==> config.mk <==
export PLATFORM = sky130hd
export DESIGN_NAME = segt_seq
export DESIGN_NICKNAME = d
export VERILOG_FILES = /design/src/rtl/segt_pkg.sv /design/src/rtl/segt_seq.sv
export SDC_FILE = /design/constraint.sdc
export NUM_CORES = 1
export LEC_CHECK = 0
export ABC_AREA = 1
export BUFFER_PORTS_ARGS = -buffer_cell sky130_fd_sc_hd__buf_2
export CAP_MARGIN = 20
export CORE_UTILIZATION = 32
export DETAILED_ROUTE_END_ITERATION = 8
export HOLD_SLACK_MARGIN = 0.1
export PLACE_DENSITY = 0.58
export SYNTH_ARGS = -nofsm -noshare
export SYNTH_HDL_FRONTEND = slang
export SYNTH_SLANG_ARGS = --single-unit
==> constraint.sdc <==
create_clock -name i_clk -period 7.1 [get_ports i_clk]
set_clock_uncertainty 0.1 [all_clocks]
set_input_delay 1.42 -clock i_clk [delete_from_list [all_inputs] [get_ports i_clk]]
set_output_delay 1.42 -clock i_clk [all_outputs]
set_load 0.02 [all_outputs]
==> src/rtl/segt_pkg.sv <==
// Shared types and constants for the segment tree point-set / range-sum block.
// Used by segt_node_mem, segt_seq and segment_tree_point_set_range_sum.
package segt_pkg;

    localparam int POS_W          = 11;
    localparam int VAL_W          = 32;
    localparam int SUM_W          = 42;
    localparam int SIZE_RESET     = 1024;
    localparam int DEF_MAX_LEAVES = 1024;

    localparam logic REQ_SET   = 1'b0;
    localparam logic REQ_QUERY = 1'b1;

    localparam logic STATUS_OK        = 1'b0;
    localparam logic STATUS_OUT_RANGE = 1'b1;

    typedef enum logic [2:0] {
        S_IDLE,
        S_CLEAR,
        S_SET_DOWN,
        S_SET_LEAF,
        S_SET_UP,
        S_PRE,
        S_DRAIN,
        S_OUT
    } t_seq_state;

    // Top level to sequencer.
    typedef struct packed {
        logic start;
        logic clear;
        logic out_free;
    } t_seq_ctrl;

    // Sequencer to top level.
    typedef struct packed {
        logic                    busy;
        logic                    done;
        logic                    status;
        logic signed [SUM_W-1:0] range_sum;
    } t_seq_stat;

endpackage

==> src/rtl/segt_seq.sv <==
// Sequencer and shared add/subtract unit that walks the segment tree one level per step.
// Depends on segt_pkg; drives the node store ports of segt_node_mem.
module segt_seq #(
    parameter int MAX_LEAVES = segt_pkg::DEF_MAX_LEAVES,
    parameter int DEPTH      = 4 * MAX_LEAVES,
    parameter int AW         = $clog2(DEPTH)
) (
    input  logic                              i_clk,
    input  logic                              i_rst_n,
    input  segt_pkg::t_seq_ctrl               i_ctrl,
    output segt_pkg::t_seq_stat               o_stat,
    input  logic [segt_pkg::POS_W-1:0]        i_size,
    input  logic                              i_req_type,
    input  logic [segt_pkg::POS_W-1:0]        i_position_low,
    input  logic [segt_pkg::POS_W-1:0]        i_position_high,
    input  logic signed [segt_pkg::VAL_W-1:0] i_new_value,
    output logic                              o_wr_en,
    output logic [AW-1:0]                     o_wr_addr,
    output logic signed [segt_pkg::SUM_W-1:0] o_wr_data,
    output logic                              o_rd_en,
    output logic [AW-1:0]                     o_rd_addr,
    input  logic signed [segt_pkg::SUM_W-1:0] i_rd_data
);
    import segt_pkg::*;

    localparam logic [AW-1:0] ROOT     = AW'(1);
    localparam logic [AW-1:0] LAST_ROW = AW'(DEPTH - 1);

    t_seq_state              r_state, n_state;
    logic [AW-1:0]           r_k, n_k;
    logic [AW-1:0]           r_clr, n_clr;
    logic [POS_W-1:0]        r_lo, n_lo;
    logic [POS_W-1:0]        r_hi, n_hi;
    logic [POS_W-1:0]        r_x, n_x;
    logic [POS_W-1:0]        r_x2, n_x2;
    logic                    r_second, n_second;
    logic signed [SUM_W-1:0] r_acc, n_acc;
    logic                    r_pend, n_pend;
    logic                    r_pend_sub, n_pend_sub;
    logic signed [VAL_W-1:0] r_value, n_value;
    logic                    r_is_query, n_is_query;
    logic                    r_status, n_status;

    logic [POS_W:0]          w_mid_sum;
    logic [POS_W-1:0]        w_mid;
    logic [AW-1:0]           w_left;
    logic [AW-1:0]           w_right;
    logic [AW-1:0]           w_parent;
    logic [POS_W-1:0]        w_qlo;
    logic [POS_W-1:0]        w_qhi;
    logic signed [SUM_W-1:0] w_alu;

    assign w_mid_sum = {1'b0, r_lo} + {1'b0, r_hi};
    assign w_mid     = w_mid_sum[POS_W:1];
    assign w_left    = {r_k[AW-2:0], 1'b0};
    assign w_right   = {r_k[AW-2:0], 1'b1};
    assign w_parent  = {1'b0, r_k[AW-1:1]};
    assign w_qlo     = (i_position_low == '0) ? POS_W'(1) : i_position_low;
    assign w_qhi     = (i_position_high > i_size) ? i_size : i_position_high;

    // The one arithmetic unit: accumulates read sums, or subtracts the lower prefix.
    assign w_alu = r_pend_sub ? (r_acc - i_rd_data) : (r_acc + i_rd_data);

    always_ff @(posedge i_clk) begin
        if (!i_rst_n) begin
            r_state <= S_CLEAR;
            r_clr   <= '0;
            r_pend  <= 1'b0;
        end else begin
            r_state <= n_state;
            r_clr   <= n_clr;
            r_pend  <= n_pend;
        end
    end

    always_ff @(posedge i_clk) begin
        r_k        <= n_k;
        r_lo       <= n_lo;
        r_hi       <= n_hi;
        r_x        <= n_x;
        r_x2       <= n_x2;
        r_second   <= n_second;
        r_acc      <= n_acc;
        r_pend_sub <= n_pend_sub;
        r_value    <= n_value;
        r_is_query <= n_is_query;
        r_status   <= n_status;
    end

    always_comb begin
        n_state    = r_state;
        n_k        = r_k;
        n_clr      = r_clr;
        n_lo       = r_lo;
        n_hi       = r_hi;
        n_x        = r_x;
        n_x2       = r_x2;
        n_second   = r_second;
        n_acc      = r_pend ? w_alu : r_acc;
        n_pend     = 1'b0;
        n_pend_sub = 1'b0;
        n_value    = r_value;
        n_is_query = r_is_query;
        n_status   = r_status;
        o_wr_en    = 1'b0;
        o_wr_addr  = r_k;
        o_wr_data  = w_alu;
        o_rd_en    = 1'b0;
        o_rd_addr  = r_k;

        unique case (r_state)
            S_IDLE: begin
                if (i_ctrl.start) begin
                    n_lo       = POS_W'(1);
                    n_hi       = i_size;
                    n_k        = ROOT;
                    n_acc      = '0;
                    n_is_query = i_req_type;
                    n_status   = STATUS_OK;
                    n_second   = 1'b0;
                    if (i_req_type == REQ_SET) begin
                        if (i_position_low == '0 || i_position_low > i_size) begin
                            n_status = STATUS_OUT_RANGE;
                            n_state  = S_OUT;
                        end else begin
                            n_x     = i_position_low;
                            n_value = i_new_value;
                            n_state = S_SET_DOWN;
                        end
                    end else begin
                        // The range sum is prefix(high) minus prefix(low - 1).
                        if (w_qlo > w_qhi) begin
                            n_state = S_OUT;
                        end else begin
                            n_x     = w_qhi;
                            n_x2    = w_qlo - POS_W'(1);
                            n_state = S_PRE;
                        end
                    end
                end
            end
            S_CLEAR: begin
                o_wr_en   = 1'b1;
                o_wr_addr = r_clr;
                o_wr_data = '0;
                if (r_clr == LAST_ROW) begin
                    n_state = S_IDLE;
                end else begin
                    n_clr = r_clr + AW'(1);
                end
            end
            S_SET_DOWN: begin
                if (r_lo == r_hi) begin
                    n_state = S_SET_LEAF;
                end else if (r_x <= w_mid) begin
                    n_k  = w_left;
                    n_hi = w_mid;
                end else begin
                    n_k  = w_right;
                    n_lo = w_mid + POS_W'(1);
                end
            end
            S_SET_LEAF: begin
                o_wr_en   = 1'b1;
                o_wr_data = SUM_W'(r_value);
                n_acc     = SUM_W'(r_value);
                if (r_k == ROOT) begin
                    n_state = S_OUT;
                end else begin
                    o_rd_en   = 1'b1;
                    o_rd_addr = r_k ^ AW'(1);
                    n_pend    = 1'b1;
                    n_state   = S_SET_UP;
                end
            end
            S_SET_UP: begin
                // The sibling read last cycle is here; write the parent and fetch
                // the parent's sibling in the same cycle.
                o_wr_en   = 1'b1;
                o_wr_addr = w_parent;
                if (w_parent == ROOT) begin
                    n_state = S_OUT;
                end else begin
                    o_rd_en   = 1'b1;
                    o_rd_addr = w_parent ^ AW'(1);
                    n_k       = w_parent;
                    n_pend    = 1'b1;
                end
            end
            S_PRE: begin
                if (r_x >= r_hi) begin
                    o_rd_en    = 1'b1;
                    n_pend     = 1'b1;
                    n_pend_sub = r_second;
                    if (r_second || r_x2 == '0) begin
                        n_state = S_DRAIN;
                    end else begin
                        n_second = 1'b1;
                        n_x      = r_x2;
                        n_lo     = POS_W'(1);
                        n_hi     = i_size;
                        n_k      = ROOT;
                    end
                end else if (r_x <= w_mid) begin
                    n_k  = w_left;
                    n_hi = w_mid;
                end else begin
                    // The whole left child lies inside the prefix.
                    o_rd_en    = 1'b1;
                    o_rd_addr  = w_left;
                    n_pend     = 1'b1;
                    n_pend_sub = r_second;
                    n_k        = w_right;
                    n_lo       = w_mid + POS_W'(1);
                end
            end
            S_DRAIN: begin
                n_state = S_OUT;
            end
            S_OUT: begin
                if (i_ctrl.out_free) begin
                    n_state = S_IDLE;
                end
            end
            default: begin
                n_state = S_IDLE;
            end
        endcase

        if (i_ctrl.clear) begin
            n_state = S_CLEAR;
            n_clr   = '0;
            n_pend  = 1'b0;
        end
    end

    assign o_stat.busy      = (r_state != S_IDLE);
    assign o_stat.done      = (r_state == S_OUT);
    assign o_stat.status    = r_status;
    assign o_stat.range_sum = r_is_query ? r_acc : '0;

endmodule

==> impl_metrics.yaml, run 1 <==
run_status:
  run_status: "finished clean"
setup_path:
  critPathCaptureType: "primary output"
  rrSetupSlack_ps: 2500
  cp_max_fo: 5
  path_class: "input pin to primary output"
  cp.required_ps: 5580
  cp-start-kind: "input pin"
  r2r_end: "r_pend$_SDFF_PP0_"
  r2r-start: "r_hi[0]$_DFFE_PP_"
  ff2ff_path_depth: 21
  worstPathArrival_ps: 5310
grt:
  grt_usage_pct: 22.3
  grt_start_max_net_pins: 74
  grt_pass1_wl_um: 77900
  grt-ovfl-total: 0
  antenna_found_initial: 7
  grt_pass1_vias: 14300
logic_synthesis:
  syn_area_um2: 14300
  ys_async_sr_fraction_pct: 0
  synth_top_area_cell: "edfxtp_1"
  synth_edf_count: 91
  avgSynthCellArea_um2: 6.44
  synth_nets: 2454
  synth_cell_types: 52
  yosys-top-cells-area: "edfxtp_1 (19%), nand2_1 (16%), ha_1 (9.7%), inv_1 (9.0%), dfxtp_1 (8.2%)"
  dominantRegCellSynth: "edfxtp_1"
  yosysWarningCount: 0
  synth_top_area_share_pct: 19.0
  synth_cells: 2228
  ys_ff_latch: 150
  ys_seq_area_share_pct: 27.3
place:
  io_buffers: 225
  place.gp.congestion: 0.972
  place_area_um2: 16000
  dpl.hpwl_um: 41800
route:
  vias_per_cell: 5.05
  num_vias: 15300
  wire_per_inst_um: 16.9
  drt_first_pass_iters: 6
  drc: 0
  drt_iter0_drc: 1102
  ant_nets: 0
  totalWireLength_um: 51000
clock_network:
  clockBufferDepth: 2
  insertion_delay_ps: 450
  cts_made_buffers: 17
  cts_tree: "yes"
  holdBufCountCts: 0
  htreeDepth: 4
  cts_root_buffer: "clkbuf_16"
  clock_sinks: 150
  clk_pin_slew_ps: 70
  cts_setup_buffers: 0
  cts_resized: 0
finish:
  stdcell_area_um2: 16500
  nets: 2642
  mostFrequentLayoutCell: "nand2_1"
  most-common-layout-cells: "nand2_1 (628), inv_1 (344), nor2_1 (225), buf_2 (225), nand3_1 (139)"
  post_route_cells_drive_above_1_share_pct: 12.6
  synthToLayoutAreaGrowth_pct: 15.3
die:
  core_area_um2: 44200
  start_util_pct: 32.4
  num_rows: 77
  die_w_um: 214
  die_height_um: 214
  die-area_um2: 45700
  ios: 226
sta:
  worst_slew_pin_slew_ps: 1020
  finalHoldViolCount: 0
  final_max_slew_viol_count: 0
  fin_crit_ps: 6830
  max_slew_margin_pct: 32.2
  rsz0062_at_grt: "false"
  fmax_mhz: 146
  fin_setup_tns_ps: 0
  finalCritPeriodShare_pct: 96.1
  setup_viol: 0
power:
  p_per_area_nw_per_um2: 202
  peakVddDrop_uv: 176
  power_leakage_nw: 8.50
worst_hold_path:
  min_to: "r_acc[24]$_DFF_P_"
  holdPathStages: 2
  min_from: "r_value[24]$_DFFE_PP_"
  min_path_type: "register to register"
run:
  drv_cap: 0
worst max-delay path, stage by stage:
cell and delay [ps]:
buf_2 100, inv_1 90, ha_1 270, nand3_2 130, nor2_2 180, nand2_1 100, nor2_1 140, nand2_1 80
nand2_2 80, o21ai_2 130, a21oi_2 190, xor2_1 240, ha_1 330, a21oi_1 240, o21ai_0 220, a21oi_1 360
nand3_1 260, xnor2_1 240, o21ai_0 260, buf_2 230
cell usage after synthesis, types with 9 or more instances:
| cell | number |
|---|---|
| a21o_1 | 10 |
| a21oi_1 | 116 |
| and2_1 | 11 |
| buf_2 | 11 |
| clkbuf_1 | 40 |
| dfxtp_1 | 59 |
| edfxtp_1 | 91 |
| ha_1 | 111 |
| inv_1 | 344 |
| inv_2 | 10 |
| nand2_1 | 628 |
| nand3_1 | 139 |
| nand4_1 | 33 |
| nor2_1 | 226 |
| nor3_1 | 20 |
| nor4_1 | 11 |
| o211ai_1 | 20 |
| o21a_1 | 9 |
| o21ai_0 | 131 |
| o21ai_1 | 21 |
| o22ai_1 | 30 |
| xnor2_1 | 20 |
| xor2_1 | 51 |
logic make-up after synthesis:
group | share of synthesized area, %
buf+inv | 11.3
compound gates | 14.7
fa+ha+maj | 9.96
xor+xnor | 4.33
simple gates | 32.4
flops | 27.3
routing by layer:
layer	global-route usage [%]	part of all wire (%)	vias to the layer above
li1	-	-	7640
met1	30.6	48	7098
met2	35.7	44	450
met3	3.09	5.3	70
met4	7.49	2.7	12
met5	0	0.17	-
state kept, by name, indices dropped and copies added, names as in the netlist:
name	count
r_hi	11
r_value	32
r_status	1
r_second	1
r_state	3
r_pend_sub	1
r_lo	11
r_x2	11
r_pend	1
r_is_query	1
r_acc	42
r_k	12
r_x	11
r_clr	12
metrics by stage:
stage / setup slack [ps] / utilization, % / cells / total power, mW / hold WS, ps
floorplan: 1310 / - / 2228 / 2.03 / 332
global placement: 343 / 36.2 / 2989 / 2.47 / 354
detailed placement: 331 / 36.2 / 2989 / 2.46 / 359
CTS: 316 / 37.4 / 3021 / 3.34 / 369
global route: 21.8 / 37.4 / 3021 / 3.57 / 398
finish: 274 / 37.4 / 3022 / 3.35 / 368
final cells by class:
type	count	area [um2]
clock buffers	25	487
repair buffers	234	1190
multi-input cells	1657	8820
flip-flops and latches	150	3920
diodes	1	2.50
inverters	356	1340
fillers	4847	27700
well taps	592	741
clock inverters	7	48.8
how the worst max path moves through the flow:
stage,start,endpoint
final,i_rd_data[1],o_wr_data[25]
after global routing,i_rd_data[1],o_wr_data[25]
after CTS,i_rd_data[1],o_wr_data[25]
after detailed placement,i_rd_data[1],o_wr_data[25]
after global placement,i_rd_data[1],o_wr_data[25]
after floorplan,i_rd_data[1],o_wr_data[31]
power breakdown:
group / switching, mW / leakage (nW) / internal [mW]
combinational: 0.914 / 6.92 / 0.469
sequential: 0.0979 / 1.33 / 0.995
clock: 0.395 / 0.257 / 0.478
total: 1.41 / 8.50 / 1.94
No activity file was read; power rests on OpenSTA's default activity.
==> run 2, diff against run 1 <==
Settings changed: RECOVER_POWER set to 50.
==> impl_metrics.yaml, run 2 (synthesis results as in run 1) <==
run_status:
  run_status: "complete, but fails checks"
  violations: "max-capacitance violations, max-slew violations"
setup_path:
  crit_path_start: "i_rd_data[1]"
  cp_max_fo: 5
  critPathCaptureType: "primary output"
  critPathMaxStageDelay_ps: 370
  r2r_end: "r_lo[0]$_DFFE_PP_"
  rrSetupSlack_ps: 1590
  crit_family: "compound AO/OA/AOI/OAI gates"
  slowest_stage: "a21oi_1"
  path_buf_inv: 3
  endpoint: "o_wr_data[25]"
  path_depth: 20
  worstPathArrival_ps: 5330
  cp.required_ps: 5580
  r2r-start: "r_state[2]$_SDFFE_PP0P_"
  ff2ff_path_depth: 9
  path_class: "input pin to primary output"
  crit_path_cell_trace: "buf_2, inv_1, ha_1, nand3_2, nor2_2, nand2_1, nor2_1, nand2_1, nand2_2, o21ai_2, a21oi_2, xor2_1, ha_1, a21oi_1, o21ai_0, a21oi_1, nand3_1, xnor2_1, o21ai_0, buf_2"
  cp-start-kind: "input pin"
sta:
  fin_setup_tns_ps: 0
  finalCritPeriodShare_pct: 96.5
  fmax_mhz: 146
  final_max_slew_viol_count: 133
  finalHoldViolCount: 0
  fin_crit_ps: 6850
  rsz0062_at_grt: "false"
  worst_slew_pin_slew_ps: 2910
  setup_viol: 0
  max_slew_margin_pct: -94.6
route:
  ant_nets: 0
  vias_per_cell: 5.06
  totalWireLength_um: 51100
  drt_first_pass_iters: 5
  num_vias: 15300
  wire_per_inst_um: 16.9
  drt_iter0_drc: 1184
  drc: 0
clock_network:
  cts_made_buffers: 17
  cts_setup_buffers: 0
  clk_pin_slew_ps: 60
  clock_sinks: 150
  cts_tree: "yes"
  holdBufCountCts: 0
  cts_resized: 0
  htreeDepth: 4
  cts_root_buffer: "clkbuf_16"
  clockBufferDepth: 2
  insertion_delay_ps: 450
finish:
  num-fill-cells: 4896
  fin_util_pct: 37.1
  most-common-layout-cells: "nand2_1 (629), inv_1 (351), nor2_1 (231)"
  regMostFlops: "r_acc"
  mostFrequentLayoutCell: "nand2_1"
  synthToLayoutAreaGrowth_pct: 14.2
  post_route_cells_drive_above_1_share_pct: 9.39
  largest_reg_flops: 42
  antennaDiodeCount: 0
  reg_top3: "r_acc: 42 flops, r_value: 32 flops"
  fin_cells: 3021
  nets: 2642
  stdcell_area_um2: 16400
place:
  place.gp.congestion: 0.972
  io_buffers: 225
  place_area_um2: 16000
  post-place-cells: 2989
  dpl.hpwl_um: 41800
die:
  die_height_um: 214
  die_w_um: 214
  ios: 226
  die-area_um2: 45700
  start_util_pct: 32.4
  core_area_um2: 44200
  num_rows: 77
grt:
  grt_usage_pct: 22.3
  grt_pass1_wl_um: 77900
  antenna_found_initial: 7
  grt_start_max_net_pins: 74
  grt-ovfl-total: 0
  grt_pass1_vias: 14300
worst_hold_path:
  min_path_type: "register to register"
power:
  power_mw: 3.34
  peakVddDrop_uv: 175
  p_per_area_nw_per_um2: 204
  power_leakage_nw: 8.31
run:
  drv_cap: 4
-- run 2: routing by layer --
metal / global-route usage [%] / vias up / part of all wire, %
li1: - / 7639 / -
met1: 30.6 / 7064 / 47
met2: 35.7 / 498 / 44
met3: 3.09 / 74 / 5.8
met4: 7.49 / 14 / 2.5
met5: 0 / - / 0.20
-- run 2: power breakdown --
| group | switching (mW) | total [mW] | internal, mW |
|---|---|---|---|
| Combinational | 0.914 | 1.37 | 0.457 |
| Clock | 0.396 | 0.875 | 0.478 |
| Sequential | 0.0983 | 1.09 | 0.995 |
-- run 2: cell type report --
cell class	instances	area [um2]	share of cell area, %
Clock buffer	25	487	2.97
Sequential cell	150	3920	23.9
Tap cell	592	741	4.52
Multi-Input combinational cell	1657	8740	53.4
Timing Repair Buffer	234	1110	6.79
Inverter	356	1340	8.17
Clock inverter	7	48.8	0.298
-- run 2: how the worst min path moves through the flow --
stage	from	endpoint	slack, ps	cells past startpoint
finish	r_clr[11]$_SDFFE_PP0P_	r_clr[11]$_SDFFE_PP0P_	370	2
global route	r_clr[11]$_SDFFE_PP0P_	r_clr[11]$_SDFFE_PP0P_	400	2
CTS	r_clr[11]$_SDFFE_PP0P_	r_clr[11]$_SDFFE_PP0P_	370	2
detailed placement	r_clr[11]$_SDFFE_PP0P_	r_clr[11]$_SDFFE_PP0P_	360	2
global placement	r_clr[11]$_SDFFE_PP0P_	r_clr[11]$_SDFFE_PP0P_	350	2
floorplan	r_value[28]$_DFFE_PP_	r_acc[28]$_DFF_P_	330	2
-- run 2: worst reg2reg max path: stages, from the launching register on --
cell,delay [ps]
dfxtp_1,420
inv_1,140
nor2_1,400
inv_1,360
nor2_1,1800
nand3_1,370
nand2_1,630
inv_1,630
a21oi_1,290
o21ai_0,110
-- run 2: through the flow --
stage | setup slack (ps) | hold WS, ps
after global routing | 21.8 | 398
after global placement | 343 | 354
after floorplan | 1310 | 332
after detailed placement | 331 | 359
after CTS | 316 | 369
final | 251 | 370
==> run 3, diff against run 2 <==
Settings changed: ABC_AREA 1 to unset, MAX_ROUTING_LAYER set to met4, PLACE_DENSITY 0.58 to 0.59.
==> impl_metrics.yaml, run 3 <==
die:
  die_height_um: 202
  core_area_um2: 39600
  die-area_um2: 41000
  ios: 226
  start_util_pct: 32.4
  die_w_um: 202
  num_rows: 73
power:
  power_leakage_nw: 6.60
  p_sw_share_pct: 36.7
  p_clk_share_pct: 31.7
  p_int_mw: 1.92
  p_per_area_nw_per_um2: 195
  peakVddDrop_uv: 130
  power.share.sequential_pct: 33.7
  p_switching_mw: 1.11
  comb_power_share_pct: 34.6
route:
  num_vias: 12500
  wire_per_inst_um: 18.7
  drt_first_pass_iters: 5
  drt_iter0_drc: 944
  ant_nets: 0
  vias_per_cell: 5.36
  drc: 0
  totalWireLength_um: 43500
logic_synthesis:
  synth_cell_types: 77
  yosys-top-cells-area: "edfxtp_1 (21%), ha_1 (11%), dfxtp_1 (9.2%), nand2_1 (5.0%), xnor2_1 (4.8%)"
  synth_top_area_cell: "edfxtp_1"
  ys_async_sr_fraction_pct: 0
  syn_area_um2: 12900
  ys_ff_latch: 150
  dominantRegCellSynth: "edfxtp_1"
  yosysWarningCount: 0
  avgSynthCellArea_um2: 8.24
  synth_top_area_share_pct: 21.3
  synth_most_common_cell: "nand2_1"
  synth_cells: 1559
  synth_edf_count: 91
  ys_seq_area_share_pct: 30.4
  synth_commonest_cells: "nand2_1 (172), nor2_1 (126), a21oi_1 (124)"
  synth_nets: 1785
setup_path:
  cp-start-kind: "input pin"
  slowest_stage: "or4_4"
  cp_max_fo: 3
  critPathCaptureType: "primary output"
  rrSetupSlack_ps: 2210
  cp.required_ps: 5580
  path_class: "input pin to primary output"
  worstPathArrival_ps: 5480
  critPathMaxStageDelay_ps: 560
  crit_path_cell_trace: "buf_2, or4_4, nor4b_4, nand2b_1, nor2_2, nand2_2, nor3_2, nor2_1, xnor2_1, ha_1, buf_4, a21oi_2, o21a_1, o22ai_1, a2111o_1, a2111oi_4, buf_4, a21oi_1, xnor2_1, o21ai_0, buf_2"
worst_hold_path:
  min_path_type: "register to register"
finish:
  regMostFlops: "r_acc"
  num-fill-cells: 4152
  largest_reg_flops: 42
  most-common-layout-cells: "buf_2 (199), nand2_1 (171), nor2_1 (122)"
  post_route_cells_drive_above_1_share_pct: 19.2
  fin_cells: 2328
  synthToLayoutAreaGrowth_pct: 21.1
  reg_top3: "r_acc: 42 flops, r_value: 32 flops"
  mostFrequentLayoutCell: "buf_2"
  multi_input_area_um2: 8460
  nets: 2014
  seq_area_um2: 3920
  fin_util_pct: 39.3
grt:
  grt_usage_pct: 22.1
  antenna_found_initial: 1
  grt_start_max_net_pins: 50
  grt_pass1_wl_um: 69000
  grt-ovfl-total: 0
  grt_pass1_vias: 12400
place:
  place.gp.congestion: 0.965
  post-place-cells: 2283
  io_buffers: 225
  dpl.hpwl_um: 33700
clock_network:
  clk_pin_slew_ps: 70
  cts_root_buffer: "clkbuf_16"
  clock_sinks: 150
  cts_tree: "yes"
  htreeDepth: 4
  cts_made_buffers: 17
  clockBufferDepth: 2
  insertion_delay_ps: 470
run_status:
  run_status: "complete, but fails checks"
  violations: "max-capacitance violations, max-slew violations"
sta:
  finalHoldViolCount: 0
  fin_setup_tns_ps: 0
  final_max_slew_viol_count: 84
  fin_crit_ps: 7000
  worst_slew_pin_slew_ps: 2080
  setup_viol: 0
  fin_hold_ws_ps: 357
  fmax_mhz: 143
  finalCritPeriodShare_pct: 98.5
  max_slew_margin_pct: -38.7
  rsz0062_at_grt: "true"
run:
  drv_cap: 2
==> run 3: cell count changes after synthesis, moves of 46 or more <==
cell / change
xnor2_1: +51
inv_1: -276
and2_1: +46
nor2_1: -100
nand3_1: -115
nand2_1: -456
==> run 3: critical path: cells and delay by family <==
| kind | cells | cell delay, ps |
|---|---|---|
| compound gates | 7 | 1120 |
| xor+xnor | 2 | 420 |
| fa+ha+maj | 1 | 340 |
| buf+inv | 4 | 640 |
| simple gates | 7 | 1520 |
==> run 3: cell type report <==
class                      count  area share, %
clock inverter                14          0.989
antenna                        2         0.0322
sequential                   150           25.2
timing repair buffer         300           10.6
inverter                      70           1.69
tap                          525           4.22
clock buffer                  18           2.89
multi-input combinational   1249           54.4
==> run 3: metal layers <==
layer / vias to the layer above / part of all wire, % / track usage [%] / wire length, um
li1: 6113 / - / - / -
met5: - / 0 / - / 0
met3: 56 / 4.7 / 3.24 / 2040
met1: 5953 / 46 / 28.5 / 20100
met4: 0 / 2.3 / 6.98 / 989
met2: 365 / 47 / 35.4 / 20400
==> run 3: what timing repair did <==
| action | CTS | global route |
|---|---|---|
| pin swaps | 10 | 12 |
| buffers inserted | 6 | 4 |
| hold buffers | 0 | 0 |
| endpoints found under the setup margin | 4 | 13 |
| resized for setup | 12 | 14 |
==> run 3: cells by family after synthesis <==
logic type | Yosys count | synth area share [%]
mux | 44 | 3.45
flops | 150 | 30.4
xor+xnor | 116 | 7.90
compound gates | 445 | 22.1
buf+inv | 160 | 4.73
fa+ha+maj | 113 | 11.1
simple gates | 531 | 20.2
==> run 3: worst paths after layout <==
kind,startpoint,endpoint,depth (start not counted)
worst max-delay path,i_rd_data[13],o_wr_data[39],21
worst min-delay path,r_value[0]$_DFFE_PP_,r_acc[0]$_DFF_P_,2
worst min register to register,r_value[0]$_DFFE_PP_,r_acc[0]$_DFF_P_,2
worst max register to register,r_state[2]$_SDFFE_PP0P_,r_lo[8]$_DFFE_PP_,9
==> run 3: power by group through the flow <==
stage                     Combinational [mW]  Clock (mW)  Sequential [mW]
after floorplan                        0.667           0             1.02
after global placement                 0.998           0             1.04
after detailed placement                1.00           0             1.04
after CTS                               1.03       0.985             1.02
after global routing                    1.16        1.02             1.03
final                                   1.05       0.963             1.02
==> run 3: through the flow <==
stage | power, mW | cell area, um2 | setup slack, ps
after global routing | 3.21 | 15600 | -115
after CTS | 3.04 | 15500 | 8.42
after global placement | 2.04 | 14800 | -243
final | 3.04 | 15600 | 105
after detailed placement | 2.04 | 14800 | -227
after floorplan | 1.68 | 12900 | 264
